$ cat config.mk
export PLATFORM = sky130hd
export DESIGN_NAME = laguerre_rsi_filter_core_flat
export DESIGN_NICKNAME = d
export VERILOG_FILES = /design/src/hdl/lrsi_pkg.sv /design/src/hdl/lrsi_sample_if.sv /design/src/hdl/lrsi_result_if.sv /design/src/hdl/laguerre_rsi_filter_core.sv /design/src/flat_wrapper.sv
export SDC_FILE = /design/constraint.sdc
export NUM_CORES = 2
export LEC_CHECK = 0
export BUFFER_PORTS_ARGS = -buffer_cell sky130_fd_sc_hd__buf_2
export CAP_MARGIN = 20
export CORE_MARGIN = 10
export CORE_UTILIZATION = 35
export DETAILED_ROUTE_END_ITERATION = 12
export GPL_TIMING_DRIVEN = 0
export PLACE_DENSITY = 0.52
export SETUP_SLACK_MARGIN = 0.1
export SLEW_MARGIN = 5
export SYNTH_ARGS = -nofsm -noshare
export SYNTH_HDL_FRONTEND = slang
export SYNTH_SLANG_ARGS = --single-unit
$ cat constraint.sdc
create_clock -name clk -period 19.69 [get_ports clk]
set_clock_uncertainty 0.05 [all_clocks]
set_input_delay 3.938 -clock clk [delete_from_list [all_inputs] [get_ports clk]]
set_output_delay 3.938 -clock clk [all_outputs]
set_load 0.03 [all_outputs]
$ cat src/hdl/lrsi_pkg.sv
`timescale 1ns / 1ps
package lrsi_pkg;

	localparam int FRAC_BITS   = 16;
	localparam int STAGE_WIDTH = 48;
	localparam int PRICE_W     = 32;
	localparam int GAMMA_W     = FRAC_BITS + 1;
	localparam int RSI_W       = FRAC_BITS + 1;

	// 1.0 in Q1.FRAC_BITS
	localparam logic [GAMMA_W-1:0] ONE_FX = GAMMA_W'(1) << FRAC_BITS;
	localparam logic [GAMMA_W-1:0] GAMMA_RESET = ONE_FX >> 1;

endpackage

$ cat src/hdl/lrsi_sample_if.sv
`timescale 1ns / 1ps
interface lrsi_sample_if;
	logic                                   valid;
	logic                                   ready;
	logic signed [lrsi_pkg::PRICE_W-1:0]    close_price;
	logic                                   first_in_series;

	modport source(output valid, close_price, first_in_series, input ready);
	modport sink(input valid, close_price, first_in_series, output ready);
endinterface

$ cat src/hdl/lrsi_result_if.sv
`timescale 1ns / 1ps
interface lrsi_result_if;
	logic                           valid;
	logic                           ready;
	logic [lrsi_pkg::RSI_W-1:0]     rsi;

	modport source(output valid, rsi, input ready);
	modport sink(input valid, rsi, output ready);
endinterface

$ cat src/hdl/laguerre_rsi_filter_core.sv
`timescale 1ns / 1ps
// Laguerre RSI filter.
// sample channel: one close price (signed Q16.16) per word, with first_in_series
//   clearing the four filter stages and the held RSI before that price is used.
// result channel: one RSI word (Q1.16, 0..65536) for every sample word.
// gamma_we/gamma_wdata: damping factor, Q1.16; values above 1.0 act as 1.0.
//   Write it only while the block is idle.
// One shared 48x17 multiplier runs the eight filter products, each as multiply,
// round and accumulate, then four passes of stage differences, normalize steps
// that halve both sums until they fit, a restoring divider for the 17 quotient
// bits and a hand-off state. When both sums are zero the divider is skipped.
// The block takes one sample at a time.
// The result sits in an output register: the next sample is taken while it
// waits, and the sequencer only stalls at its hand-off cycle if the receiver
// still holds off the previous word.
// Reset (arst_n low): stages and held RSI are zero, gamma is 0.5, no word is
// pending on the result channel.
module laguerre_rsi_filter_core (
	input  logic                          clk,
	input  logic                          arst_n,
	input  logic                          gamma_we,
	input  logic [lrsi_pkg::GAMMA_W-1:0]  gamma_wdata,
	lrsi_sample_if.sink                   sample,
	lrsi_result_if.source                 result
);

	localparam int SW     = lrsi_pkg::STAGE_WIDTH;
	localparam int FB     = lrsi_pkg::FRAC_BITS;
	localparam int GW     = lrsi_pkg::GAMMA_W;
	localparam int RW     = lrsi_pkg::RSI_W;
	localparam int ACC_W  = SW + 2;
	localparam int PROD_W = SW + GW;
	localparam int SUM_W  = SW + 2;
	localparam int TOT_W  = SUM_W + 1;
	localparam int DIV_W  = 64;
	localparam int DCNT_W = $clog2(RW);

	localparam logic signed [SW-1:0]    SMAX = {1'b0, {(SW-1){1'b1}}};
	localparam logic signed [SW-1:0]    SMIN = {1'b1, {(SW-1){1'b0}}};
	localparam logic [PROD_W-1:0]       HALF = PROD_W'(1) << (FB - 1);
	localparam logic [DIV_W-1:0]        DIV_LIMIT = (DIV_W'(1) << (DIV_W - 1 - FB)) - DIV_W'(1);

	typedef enum logic [2:0] {
		ST_IDLE,
		ST_MUL,
		ST_RND,
		ST_ACC,
		ST_DIFF,
		ST_NORM,
		ST_DIV,
		ST_FIN
	} state_t;

	function automatic logic signed [SW-1:0] sat_stage(input logic signed [ACC_W-1:0] v);
		logic signed [SW-1:0] r;
		if (v > ACC_W'(SMAX))
			r = SMAX;
		else if (v < ACC_W'(SMIN))
			r = SMIN;
		else
			r = v[SW-1:0];
		return r;
	endfunction

	state_t                 state_q;
	logic [GW-1:0]          gamma_q;
	logic signed [SW-1:0]   ring_q [4];
	logic signed [SW-1:0]   price_q;
	logic signed [SW-1:0]   prev_q;
	logic signed [SW-1:0]   acc_q;
	logic signed [SW-1:0]   term_q;
	logic [PROD_W-1:0]      prod_q;
	logic                   neg_q;
	logic [2:0]             step_q;
	logic [1:0]             didx_q;
	logic [DCNT_W-1:0]      dcnt_q;
	logic [SUM_W-1:0]       up_q;
	logic [SUM_W-1:0]       dn_q;
	logic [DIV_W-1:0]       rem_q;
	logic [DIV_W-1:0]       dsr_q;
	logic [RW-1:0]          quo_q;
	logic [RW-1:0]          held_q;
	logic                   res_valid_q;
	logic [RW-1:0]          rsi_q;

	logic [GW-1:0]          g_eff;
	logic [GW-1:0]          one_minus_g;
	logic signed [SW-1:0]   mul_op;
	logic [GW-1:0]          mul_f;
	logic [SW-1:0]          mul_mag;
	logic [PROD_W-1:0]      rnd_full;
	logic [SW:0]            rnd_mag;
	logic signed [ACC_W-1:0] rnd_pos;
	logic signed [ACC_W-1:0] rnd_signed;
	logic [1:0]             k;
	logic                   odd;
	logic signed [ACC_W-1:0] sub_w;
	logic signed [ACC_W-1:0] add_w;
	logic signed [SW:0]     diff;
	logic [SW:0]            diff_mag;
	logic [TOT_W-1:0]       tot;
	logic [DIV_W-1:0]       rem_diff;
	logic                   rem_ge;
	logic [RW-1:0]          quo_next;

	assign g_eff       = (gamma_q > lrsi_pkg::ONE_FX) ? lrsi_pkg::ONE_FX : gamma_q;
	assign one_minus_g = lrsi_pkg::ONE_FX - g_eff;
	assign k           = step_q[2:1];
	assign odd         = step_q[0];

	// operand pick for the shared multiplier
	always_comb begin
		priority if (odd) begin
			mul_op = ring_q[0];
			mul_f  = g_eff;
		end else if (k == 2'd0) begin
			mul_op = price_q;
			mul_f  = one_minus_g;
		end else begin
			mul_op = ring_q[3];
			mul_f  = g_eff;
		end
	end

	assign mul_mag    = mul_op[SW-1] ? SW'(-mul_op) : SW'(mul_op);
	assign rnd_full   = (prod_q + HALF) >> FB;
	assign rnd_mag    = rnd_full[SW:0];
	assign rnd_pos    = ACC_W'($signed({1'b0, rnd_mag}));
	assign rnd_signed = neg_q ? -rnd_pos : rnd_pos;

	assign sub_w = ACC_W'(prev_q) - ACC_W'(term_q);
	assign add_w = ACC_W'(acc_q) + ACC_W'(term_q);

	assign diff     = (SW+1)'(ring_q[0]) - (SW+1)'(ring_q[1]);
	assign diff_mag = diff[SW] ? (SW+1)'(-diff) : (SW+1)'(diff);

	assign tot = TOT_W'(up_q) + TOT_W'(dn_q);

	assign rem_ge   = rem_q >= dsr_q;
	assign rem_diff = rem_q - dsr_q;
	assign quo_next = {quo_q[RW-2:0], rem_ge};

	always_ff @(posedge clk or negedge arst_n) begin
		if (!arst_n) begin
			gamma_q <= lrsi_pkg::GAMMA_RESET;
		end else if (gamma_we) begin
			gamma_q <= gamma_wdata;
		end
	end

	always_ff @(posedge clk or negedge arst_n) begin
		if (!arst_n) begin
			state_q     <= ST_IDLE;
			step_q      <= '0;
			didx_q      <= '0;
			dcnt_q      <= '0;
			held_q      <= '0;
			res_valid_q <= 1'b0;
			for (int i = 0; i < 4; i++) ring_q[i] <= '0;
		end else begin
			// the hand-off state drives the valid flag itself
			if (result.ready && state_q != ST_FIN)
				res_valid_q <= 1'b0;

			unique case (state_q)
				ST_IDLE: begin
					if (sample.valid) begin
						price_q <= SW'(sample.close_price);
						if (sample.first_in_series) begin
							for (int i = 0; i < 4; i++) ring_q[i] <= '0;
							held_q <= '0;
						end
						step_q  <= '0;
						state_q <= ST_MUL;
					end
				end
				ST_MUL: begin
					prod_q  <= PROD_W'(mul_mag) * PROD_W'(mul_f);
					neg_q   <= mul_op[SW-1];
					state_q <= ST_RND;
				end
				ST_RND: begin
					term_q  <= sat_stage(rnd_signed);
					state_q <= ST_ACC;
				end
				ST_ACC: begin
					if (odd) begin
						// new stage enters at the tail; keep the old head for the next stage
						prev_q    <= ring_q[0];
						ring_q[0] <= ring_q[1];
						ring_q[1] <= ring_q[2];
						ring_q[2] <= ring_q[3];
						ring_q[3] <= sat_stage(add_w);
					end else if (k == 2'd0) begin
						acc_q <= term_q;
					end else begin
						acc_q <= sat_stage(sub_w);
					end
					step_q <= step_q + 3'd1;
					if (step_q == 3'd7) begin
						up_q    <= '0;
						dn_q    <= '0;
						didx_q  <= '0;
						state_q <= ST_DIFF;
					end else begin
						state_q <= ST_MUL;
					end
				end
				ST_DIFF: begin
					// fourth pass only rotates the ring back into order
					if (didx_q != 2'd3) begin
						if (!diff[SW])
							up_q <= up_q + SUM_W'(diff_mag);
						else
							dn_q <= dn_q + SUM_W'(diff_mag);
					end
					ring_q[0] <= ring_q[1];
					ring_q[1] <= ring_q[2];
					ring_q[2] <= ring_q[3];
					ring_q[3] <= ring_q[0];
					didx_q    <= didx_q + 2'd1;
					if (didx_q == 2'd3)
						state_q <= ST_NORM;
				end
				ST_NORM: begin
					priority if (tot == '0) begin
						state_q <= ST_FIN;
					end else if (DIV_W'(tot) > DIV_LIMIT) begin
						up_q <= up_q >> 1;
						dn_q <= dn_q >> 1;
					end else begin
						rem_q   <= (DIV_W'(up_q) << FB) + DIV_W'(tot >> 1);
						dsr_q   <= DIV_W'(tot) << FB;
						quo_q   <= '0;
						dcnt_q  <= '0;
						state_q <= ST_DIV;
					end
				end
				ST_DIV: begin
					if (rem_ge)
						rem_q <= rem_diff;
					dsr_q  <= dsr_q >> 1;
					quo_q  <= quo_next;
					dcnt_q <= dcnt_q + DCNT_W'(1);
					if (dcnt_q == DCNT_W'(RW - 1)) begin
						held_q  <= quo_next;
						state_q <= ST_FIN;
					end
				end
				ST_FIN: begin
					if (!res_valid_q || result.ready) begin
						res_valid_q <= 1'b1;
						rsi_q       <= held_q;
						state_q     <= ST_IDLE;
					end
				end
				default: state_q <= ST_IDLE;
			endcase
		end
	end

	assign sample.ready = (state_q == ST_IDLE);
	assign result.valid = res_valid_q;
	assign result.rsi   = rsi_q;

endmodule

$ cat src/flat_wrapper.sv
// flat-port wrapper written by rule: the top's interface ports become plain ports
module laguerre_rsi_filter_core_flat 
  (clk, arst_n, gamma_we, gamma_wdata, sample_valid, sample_close_price, sample_first_in_series, sample_ready, result_valid, result_rsi, result_ready);
  lrsi_sample_if sample_i ();
  lrsi_result_if result_i ();
  input  logic clk;
  input  logic arst_n;
  input  logic gamma_we;
  input  logic [lrsi_pkg::GAMMA_W-1:0] gamma_wdata;
  input wire logic [$bits(sample_i.valid)-1:0] sample_valid;
  input wire logic [$bits(sample_i.close_price)-1:0] sample_close_price;
  input wire logic [$bits(sample_i.first_in_series)-1:0] sample_first_in_series;
  output wire logic [$bits(sample_i.ready)-1:0] sample_ready;
  output wire logic [$bits(result_i.valid)-1:0] result_valid;
  output wire logic [$bits(result_i.rsi)-1:0] result_rsi;
  input wire logic [$bits(result_i.ready)-1:0] result_ready;
  assign sample_i.valid = sample_valid;
  assign sample_i.close_price = sample_close_price;
  assign sample_i.first_in_series = sample_first_in_series;
  assign sample_ready = sample_i.ready;
  assign result_valid = result_i.valid;
  assign result_rsi = result_i.rsi;
  assign result_i.ready = result_ready;
  laguerre_rsi_filter_core u_core (.clk(clk), .arst_n(arst_n), .gamma_we(gamma_we), .gamma_wdata(gamma_wdata), .sample(sample_i), .result(result_i));
endmodule
==> metrics <==
DRT Pass-1 Iters 6; crit-path max FO 10; post-CTS sizing 0; FFs w/ async S/R, synth 33.0%; Distinct cells, synth 111; Crit path arrival time 14.12 ns; drt drc 0; 1st-iter DRT viols 5769; Critical Path End Type flip-flop; CP Data Required Time 20.13 ns; fin crit share 69.5%; final hold vios 0; status completed; die span in y 498 um; Clock Tree Root clkbuf_16; CTS Hold Buffers Added 0; final instance area 88100 um^2; DR vias/cell 5.46; Filler Cells Inserted 23100; reg2reg path depth 38; achievable frequency 73.1 MHz; Period minus WS final 13.68 ns; WL final 294000 um; main combinational cell family by area after synthesis adder cells; ys flop type edfxtp_1; DR WL/cell 23.6 um; Die ar. 248000 um^2; cts bufs inserted 91; share of cells above drive strength 1 4.84%; Synth Area in Adders 25.9%; post-synthesis xor/xnor area fraction 6.36%; post-route insts no fill 12500; Most Frequent Cell on Critical Path fa_1; CP Launch Type flip-flop; Final Setup Violations 0; first-pass GRT wire length 438000 um; Vias 68100; sequential area share after synthesis 25.8%; post-synthesis mux area share 0.955%; number of synthesized flops with an enable pin 488; Ys Warns 0; initial core utilization 35.2%; Placed Area 85000 um^2; synthesized instance count 9150; initial antenna violation count 19; latest clock arrival within the worst-skew pair 0.78 ns; hold slack 0.401 ns; CTS tree built; hold crit path type reg -> reg; clk slew on worst S/H paths 0.06 ns; DPL Wire Length 241000 um; Post-DRT Antenna Nets 0; headroom to the max-slew limit 14.1%; compound-cell area share of the yosys netlist 17.0%; Worst Tran Pin Value 1.28 ns; Placer Congestion 0.951; Max-Cap Viols 0; Max clock buf depth 3; I/O Buffers 72; largest net degree at the start of global routing 115; Rows 175; GRT overflow 0; area grow syn2layout 10.2%; die width 498 um; max incr delay on CP 0.76 ns; mean post-synth cell area 8.74 um^2; Final TNS setup 0 ns; Post-Synth Simple-Gate Area 16.6%; H-tree depth 3; RSZ-0062 raised after global routing false; Synth Register Bits 728; setup bufs post-CTS 0; Core Region 227000 um^2; Worst Path Class, Setup reg -> reg; Max Transition Viols Final 0; Nets 10700; crit path max-delay cell type clkbuf_1; clock sink count 728; vias in the first global route 67800; hold depth 0; placed cells 12300; I/O Pins 74; total track usage 23.0%; Post-Syn Area 80000 um^2; Net Count, Synth 10400
-- final cells by class --
class	instances	area (um^2)	area share, %
multi-input cells	6858	53600	60.8
flip-flops and latches	728	20700	23.4
inverters	1153	4330	4.91
well taps	3009	3760	4.27
clock buffers	117	2450	2.77
plain buffers	411	1610	1.83
repair buffers	137	1140	1.30
clock inverters	54	616	0.698
diodes	4	10.0	0.0114
-- cell usage after synthesis, types with 30 or more instances --
master | count | area share, %
fa_1 | 695 | 17
o31ai_1 | 55 | 0.52
nand4_1 | 96 | 0.75
o21bai_1 | 71 | 0.67
nor2b_1 | 59 | 0.46
ha_1 | 537 | 8.4
buf_2 | 32 | 0.20
mux2_2 | 35 | 0.49
a2bb2oi_1 | 31 | 0.34
and2_1 | 198 | 1.5
xor2_1 | 221 | 2.4
dfrtp_1 | 239 | 7.5
o21a_1 | 74 | 0.69
inv_1 | 1150 | 5.4
nor2_1 | 393 | 1.8
nor4_1 | 32 | 0.25
a22o_1 | 36 | 0.39
mux2i_1 | 37 | 0.46
edfxtp_1 | 488 | 18
nor3_1 | 120 | 0.75
or2_2 | 36 | 0.28
a31oi_1 | 86 | 0.67
a21oi_1 | 580 | 3.6
a211oi_1 | 48 | 0.45
a21o_1 | 289 | 2.7
nand2_1 | 1345 | 6.3
o211ai_1 | 37 | 0.35
o21ai_0 | 499 | 3.1
nand3_1 | 280 | 1.8
clkbuf_1 | 349 | 1.6
nand2b_1 | 69 | 0.54
xnor2_1 | 358 | 3.9
or3_1 | 40 | 0.31
a22oi_1 | 30 | 0.28
and3_1 | 78 | 0.61
-- layout by cell type (no fill, tap or decap), drive strengths merged, types with 23 or more instances in the layout --
cell type  count
a2bb2oi       31
clkbuf       469
nand2b        69
mux2i         37
and3          78
or2           38
edfxtp       488
and4          24
nand2       1345
a21o         289
a211oi        48
and2         199
o211ai        37
o21ai        510
fa           695
nor2b         60
nor2         394
nand3        281
a22o          36
mux2          35
or3           40
nor4          36
dfrtp        239
nor3         123
o21a          74
o21bai        71
ha           537
a31oi         87
clkinv        30
a2111oi       23
a22oi         31
xor2         221
inv         1162
a21oi        581
buf          194
o31ai         55
nand4         97
xnor2        359
-- state kept, by name, summed over array words and instances (netlist names), 17 cells and up --
signal / flops
u_core.up_q: 50
u_core.prev_q: 48
u_core.result.rsi: 17
u_core.acc_q: 48
u_core.rem_q: 64
u_core.dsr_q: 64
u_core.dn_q: 50
u_core.price_q: 32
u_core.prod_q: 50
u_core.term_q: 48
u_core.ring_q: 192
u_core.gamma_q: 17
u_core.held_q: 17
-- metal layers --
| layer | vias to the layer above | share of wire [%] | GRT usage [%] |
|---|---|---|---|
| met4 | 8 | 4.4 | 8.75 |
| met1 | 33900 | 44 | 30.9 |
| met3 | 457 | 5.5 | 2.45 |
| met5 | - | 0.016 | 0 |
| li1 | 31600 | - | - |
| met2 | 2132 | 46 | 37.9 |
-- worst paths after layout --
kind                                         to              from  slack [ns]
max                           u_core.prod_q[63]  u_core.step_q[0]        6.01
min in group asynchronous      u_core.held_q[9]            arst_n        3.04
min reg2reg                u_core.result.rsi[1]  u_core.held_q[1]        0.40
min                        u_core.result.rsi[1]  u_core.held_q[1]        0.40
max reg2reg                   u_core.prod_q[63]  u_core.step_q[0]        6.01
max in group asynchronous    u_core.ring_q[156]            arst_n       15.04
-- critical path: cells and delay by family (launching register included) --
family          cells  cell delay (ns)
flops               1             0.47
xor+xnor            2             0.67
simple gates        4             1.13
compound gates     10             2.92
fa+ha+maj           7             3.56
buf+inv            15             4.57
-- through the flow --
| step | setup WS [ns] | utilization (%) |
|---|---|---|
| 2_1_floorplan | 10.06 | - |
| 3_3_place_gp | 2.79 | 37.0 |
| 3_5_place_dp | 6.20 | 37.4 |
| 4_1_cts | 6.13 | 38.7 |
| 5_1_grt | 5.34 | 38.7 |
| 6_report | 6.01 | 38.7 |
-- kinds of logic (layout without fill, tap and decap cells) --
| logic type | count (synthesis) | in the layout |
|---|---|---|
| AOI/OAI and AO/OA | 2116 | 2116 |
| xor gates and xnor gates | 580 | 580 |
| adders and majority gates | 1239 | 1239 |
| buffers and inverters | 1564 | 1872 |
| DFF | 728 | 728 |
| muxes | 72 | 72 |
| other | 0 | 4 |
| and+or+nand+nor | 2851 | 2851 |
Power is not shown: default switching activity piles up to over one toggle a cycle in this logic, so the estimate is an artifact.
